[config.mk]
export PLATFORM = sky130hd
export DESIGN_NAME = dwpid_ctrl
export DESIGN_NICKNAME = d
export VERILOG_FILES = /design/src/dwpid_pkg.sv /design/src/dwpid_ctrl.sv
export SDC_FILE = /design/constraint.sdc
export NUM_CORES = 1
export LEC_CHECK = 0
export ABC_AREA = 1
export BUFFER_PORTS_ARGS = -buffer_cell sky130_fd_sc_hd__buf_2
export CAP_MARGIN = 20
export CORE_AREA = 2 2 39 41
export CTS_CLUSTER_SIZE = 10
export DETAILED_ROUTE_END_ITERATION = 10
export DIE_AREA = 0 0 41 43
export SYNTH_ARGS = -nofsm -noshare
export SYNTH_HDL_FRONTEND = slang
export SYNTH_SLANG_ARGS = --single-unit
[constraint.sdc]
create_clock -name clock -period 1.4 [get_ports clock]
set_input_delay 0.07 -clock clock [delete_from_list [all_inputs] [get_ports clock]]
set_output_delay 0.07 -clock clock [all_outputs]
set_load 0.005 [all_outputs]
[src/dwpid_pkg.sv]
// ----------------------------------------------------------------------------
// dwpid_pkg
// Shared types, constants and the saturating gain multiply for the dual-wheel
// PID speed loop.
// ----------------------------------------------------------------------------
package dwpid_pkg;

   // Fixed-point format of speeds and loop terms
   localparam int DATA_W     = 32;
   localparam int FRAC_BITS  = 16;
   localparam int GAIN_W     = 16;
   localparam int GAIN_FRAC  = 8;
   localparam int OUT_MAX_W  = 8;
   localparam int DUTY_W     = 8;

   // Shift low-pass filters
   localparam int VEL_SHIFT  = 3;
   localparam int FF_SHIFT   = 3;
   localparam int SLEW_SHIFT = 2;

   // Command limit before saturation to the largest positive value
   localparam int LIM_WIDE_W = OUT_MAX_W + FRAC_BITS;
   localparam logic [DATA_W-2:0] MAX_POS = '1;

   // Gain multiply widths: unsigned gain times 33-bit signed operand
   localparam int PROD_W = GAIN_W + 1 + DATA_W + 1;
   localparam int SHR_W  = PROD_W - GAIN_FRAC;

   // Pipeline stages of one lane
   localparam int NUM_STAGES = 5;
   localparam int STG_RAMP   = 0;
   localparam int STG_MUL    = 1;
   localparam int STG_ACC    = 2;
   localparam int STG_SUM    = 3;
   localparam int STG_OUT    = 4;

   // Register map
   localparam int CSR_IDX_W = 3;
   typedef enum logic [CSR_IDX_W-1:0] {
      CSR_KP         = 3'd0,
      CSR_KI_DT      = 3'd1,
      CSR_KD_OVER_DT = 3'd2,
      CSR_K_FF       = 3'd3,
      CSR_RAMP_STEP  = 3'd4,
      CSR_HOLD_BAND  = 3'd5,
      CSR_OUT_MAX    = 3'd6
   } csr_idx_type;

   localparam logic [GAIN_W-1:0]    KP_RST        = 16'd256;
   localparam logic [GAIN_W-1:0]    GAIN_ZERO     = '0;
   localparam logic [DATA_W-2:0]    RAMP_STEP_RST = 31'd65536;
   localparam logic [DATA_W-2:0]    HOLD_BAND_RST = '0;
   localparam logic [OUT_MAX_W-1:0] OUT_MAX_RST   = 8'd255;

   typedef struct packed {
      logic [GAIN_W-1:0]    kp;
      logic [GAIN_W-1:0]    ki_dt;
      logic [GAIN_W-1:0]    kd_over_dt;
      logic [GAIN_W-1:0]    k_ff;
      logic [DATA_W-2:0]    ramp_step;
      logic [DATA_W-2:0]    hold_band;
      logic [OUT_MAX_W-1:0] out_max;
   } cfg_type;

   typedef struct packed {
      logic signed [DATA_W-1:0] target_left;
      logic signed [DATA_W-1:0] target_right;
      logic signed [DATA_W-1:0] measured_left;
      logic signed [DATA_W-1:0] measured_right;
   } req_type;

   typedef struct packed {
      logic [DUTY_W-1:0] duty_left;
      logic              reverse_left;
      logic [DUTY_W-1:0] duty_right;
      logic              reverse_right;
   } rsp_type;

   // Per-stage load strobes shared by both lanes
   typedef struct packed {
      logic [NUM_STAGES-1:0] load;
   } stage_ctl_type;

   // Unsigned Q8.8 gain times signed operand, floor shift, saturate to 32 bits
   function automatic logic signed [DATA_W-1:0] gain_mul(
      input logic [GAIN_W-1:0]  g,
      input logic signed [DATA_W:0] x
   );
      logic signed [PROD_W-1:0] prod;
      logic signed [SHR_W-1:0]  shr;
      logic signed [DATA_W-1:0] res;
      prod = PROD_W'($signed({1'b0, g})) * PROD_W'(x);
      shr  = prod[PROD_W-1:GAIN_FRAC];
      if ((&shr[SHR_W-1:DATA_W-1]) || !(|shr[SHR_W-1:DATA_W-1])) begin
         res = shr[DATA_W-1:0];
      end else if (shr[SHR_W-1]) begin
         res = {1'b1, {(DATA_W-1){1'b0}}};
      end else begin
         res = {1'b0, {(DATA_W-1){1'b1}}};
      end
      return res;
   endfunction

endpackage

[src/dwpid_ctrl.sv]
// ----------------------------------------------------------------------------
// dwpid_ctrl
// Stage valid tracking and stall propagation for the lane pipelines.
// ----------------------------------------------------------------------------
module dwpid_ctrl
   import dwpid_pkg::*;
(
   input  logic          clock,
   input  logic          reset,
   input  logic          req_valid,
   output logic          req_stall,
   output logic          rsp_valid,
   input  logic          rsp_stall,
   output stage_ctl_type ctl
);

   logic [NUM_STAGES-1:0] vld_ff;
   logic [NUM_STAGES-1:0] vld_in;
   logic [NUM_STAGES-1:0] ready;
   logic [NUM_STAGES-1:0] upstream;

   assign upstream = {vld_ff[NUM_STAGES-2:0], req_valid};

   // A stage can take a transfer when empty or when its item moves on
   always_comb begin
      ready[NUM_STAGES-1] = !vld_ff[NUM_STAGES-1] || !rsp_stall;
      for (int i = NUM_STAGES - 2; i >= 0; i--) begin
         ready[i] = !vld_ff[i] || ready[i+1];
      end
   end

   always_comb begin
      for (int i = 0; i < NUM_STAGES; i++) begin
         ctl.load[i] = upstream[i] && ready[i];
         vld_in[i]   = ready[i] ? upstream[i] : vld_ff[i];
      end
   end

   always_ff @(posedge clock) begin
      if (reset) begin
         vld_ff <= '0;
      end else begin
         vld_ff <= vld_in;
      end
   end

   assign req_stall = !ready[0];
   assign rsp_valid = vld_ff[NUM_STAGES-1];

`ifndef NO_ASSERTIONS
   a_load_from_valid: assert property (@(posedge clock) disable iff (reset)
      (ctl.load & ~upstream) == '0)
      else $error("stage loaded from an empty upstream stage");

   a_bubble_accepts: assert property (@(posedge clock) disable iff (reset)
      (vld_ff != '1) |-> !req_stall)
      else $error("input stalled while the pipeline has a bubble");

   a_full_stalls: assert property (@(posedge clock) disable iff (reset)
      ((&vld_ff) && rsp_stall) |-> req_stall)
      else $error("input taken while the pipeline is full and blocked");

   a_item_count: assert property (@(posedge clock) disable iff (reset)
      !reset |=> $countones(vld_ff) == $past($countones(vld_ff))
         + $past(req_valid && !req_stall) - $past(rsp_valid && !rsp_stall))
      else $error("item lost or duplicated in the pipeline");
`endif

endmodule

==> metrics.cfg <==
[drt]
via_count=212
drcViolationCount=0
dr.pass1.iters=2
drt-initial-drc-count=3
final_antenna_net_count=0
route.detailed.wl_per_inst_um=7.66
drt-total-wl_um=452
avg_vias_per_cell=3.59

[timing]
timing.setup.tns_ns=0
timing_max_transition_violations_final=0
max_freq_mhz=809
period_needed_ns=1.24
finalCritPeriodShare_pct=88.3
fin_skew_ns=0.00143
fin_hold_ws_ns=0.0506
finalWorstSetupSlack_ns=0.164
max-slew-margin-rel_pct=87.4
hold_viol_final=0
least_margin_pin_slew_ns=0.188
rsz0062_at_grt=no
setup-violations-final=0

[clock_network]
cts_tree=done
cts.clk_slew.worst_paths_ns=0.04
postCtsSetupBuffers=0
cts-root-buf=sky130_fd_sc_hd__clkbuf_4
numCtsBuffers=3
postCtsResizedCells=0
clock_latency_ns=0.24
max-clock-path-buffers=2
ctsHtreeMaxLevel=1
clock_sink_total=5
hold_buf_count_cts=0

[setup_path]
worst-endpoint-required_ns=1.33
critPathKind=reg2out
end_kind=output port
reg2regPathDepth=5
critPathLaunchType=register
worst_ep_arrival_time_ns=1.17
cp_max_fo=4

[placed_design]
placed_area_um2=302
dpl_worst_slack_ns=0.422
globalplace.congestion=0.650
detailed_place_hpwl_um=345
port_buffers=10

[floorplanning]
initial_core_util_pct=16.7
io_count=11
fp-row-count=14
core_um2=1380
dieArea_um2=1760
fp.dieW_um=41
die_height_um=43

[global_routing]
pin_count_of_the_biggest_net_entering_global_routing=6
first_pass_grt_wire_length_um=641
grt_usage_pct=6.04
first_global_vias=178
number_of_antenna_violations_at_the_first_check_in_global_routing=0
grt_remaining_overflow=0

[final_layout]
post_route_design_area_um2=328
multi_input_area_um2=97.6
num-nets-final=48
regArea_um2=100
largest_register=vld_ff
reg_top3=vld_ff: 5 flops
layout_stage_area_growth_over_the_synthesis_result_pct=41.6
largest_register_ffs=5
antenna_cells_inserted=0
proportion_of_layout_cells_with_a_drive_suffix_above_1_pct=41.9
layout.filler_cells=148

[hold_path]
holdCritPathClass=in2reg
whs_path_depth=2

[power_and_ir_drop]
power_switching_share_pct=22.8
sequentialPowerShare_pct=44.2
power.leakage_uw=0.000186
p_int_uw=266
power_frac_comb_pct=6.6
pwr_density_cell_nw_per_um2=1050
worst_ir_drop_vdd_uv=348
power.share.clock_pct=49.2
power_switching_uw=78.5
totalPowerFinal_uw=344

[logic_synthesis]
syn_nets=33
synth_xor_xnor_area_share_pct=0
synth_top_family_by_area=simple AND/OR/NAND/NOR gates
synthDistinctLibCells=11
ys_ff_latch=5
synthCells=29
syn_area_um2=231
yosysWarningCount=0
synth-compound-area-share_pct=16.8
avgSynthCellArea_um2=7.98
synthSimpleGateAreaFrac_pct=25.4
synth_adder_area_share_pct=0
synthMuxAreaShare_pct=0
synth-seq-area-share_pct=43.2

[job]
cap_viol_max_count=0

[outcome]
run_status=finished clean

stage by stage:
stage | utilization (%) | std cells
2_1_floorplan | - | 29
3_3_place_gp | 21.8 | 55
3_5_place_dp | 21.8 | 55
4_1_cts | 23.7 | 59
5_1_grt | 23.7 | 59
6_report | 23.7 | 59
critical path: stages (launching register included):
cell	delay, ns
sky130_fd_sc_hd__dfxtp_1	0.35
sky130_fd_sc_hd__nand2_2	0.08
sky130_fd_sc_hd__nor2_4	0.14
sky130_fd_sc_hd__nand2_1	0.09
sky130_fd_sc_hd__inv_1	0.08
sky130_fd_sc_hd__a21oi_1	0.05
sky130_fd_sc_hd__buf_2	0.13
cells in the mapped netlist:
master                    count  area share, %
sky130_fd_sc_hd__nand4_4      1            9.2
sky130_fd_sc_hd__nor2_1       1            1.6
sky130_fd_sc_hd__a21oi_2      1            3.8
sky130_fd_sc_hd__a21oi_1      6             13
sky130_fd_sc_hd__inv_1        8             13
sky130_fd_sc_hd__nand2_2      1            2.7
sky130_fd_sc_hd__nand3_1      1            2.2
sky130_fd_sc_hd__nand2_1      3            4.9
sky130_fd_sc_hd__nor2_4       1            4.9
sky130_fd_sc_hd__dfxtp_1      5             43
sky130_fd_sc_hd__inv_2        1            1.6
placed cells by master (no fill, tap or decap):
cell                       count
sky130_fd_sc_hd__nor2_4        1
sky130_fd_sc_hd__nor2_1        1
sky130_fd_sc_hd__clkbuf_1      1
sky130_fd_sc_hd__nand4_4       1
sky130_fd_sc_hd__clkbuf_4      3
sky130_fd_sc_hd__inv_2         1
sky130_fd_sc_hd__a21oi_2       1
sky130_fd_sc_hd__dfxtp_1       5
sky130_fd_sc_hd__nand2_1       3
sky130_fd_sc_hd__buf_2        10
sky130_fd_sc_hd__nand3_1       1
sky130_fd_sc_hd__nand2_2       1
sky130_fd_sc_hd__a21oi_1       6
sky130_fd_sc_hd__inv_1         8
routing by layer:
layer | GRT usage, % | wire, µm | part of all wire [%] | vias up
met5 | 0 | 0 | 0 | -
met4 | 2.00 | 0 | 0 | 0
met3 | 7.85 | 57 | 13 | 0
met2 | 7.19 | 185 | 41 | 14
met1 | 6.15 | 209 | 46 | 82
li1 | - | - | - | 116
power groups by stage:
| stage | logic, µW | registers [µW] | clock network [µW] |
|---|---|---|---|
| after floorplan | 9.72 | 154 | 0 |
| after CTS | 22.8 | 152 | 181 |
| after global routing | 25.2 | 152 | 189 |
| final | 22.6 | 152 | 170 |
| after global placement | 22.4 | 155 | 0 |
| after detailed placement | 22.9 | 155 | 0 |
layout make-up:
type,count,area share (%)
Clock buffer,4,8.02
Inverter,9,10.3
Sequential cell,5,30.5
Multi-Input combinational cell,15,29.8
Tap cell,16,6.11
Timing Repair Buffer,10,15.3
final timing paths:
check	from	to	slack, ns
max	vld_ff[4]	ctl[1]	0.16
min	reset	vld_ff[0]	0.05
max reg2reg	vld_ff[4]	vld_ff[3]	0.52
min reg2reg	vld_ff[3]	vld_ff[4]	0.49
cells by family after synthesis:
logic type             after synthesis
buffers and inverters                9
and+or+nand+nor                      8
AOI/OAI and AO/OA                    7
DFF                                  5
Note: power is estimated with default switching activity, not from simulation.
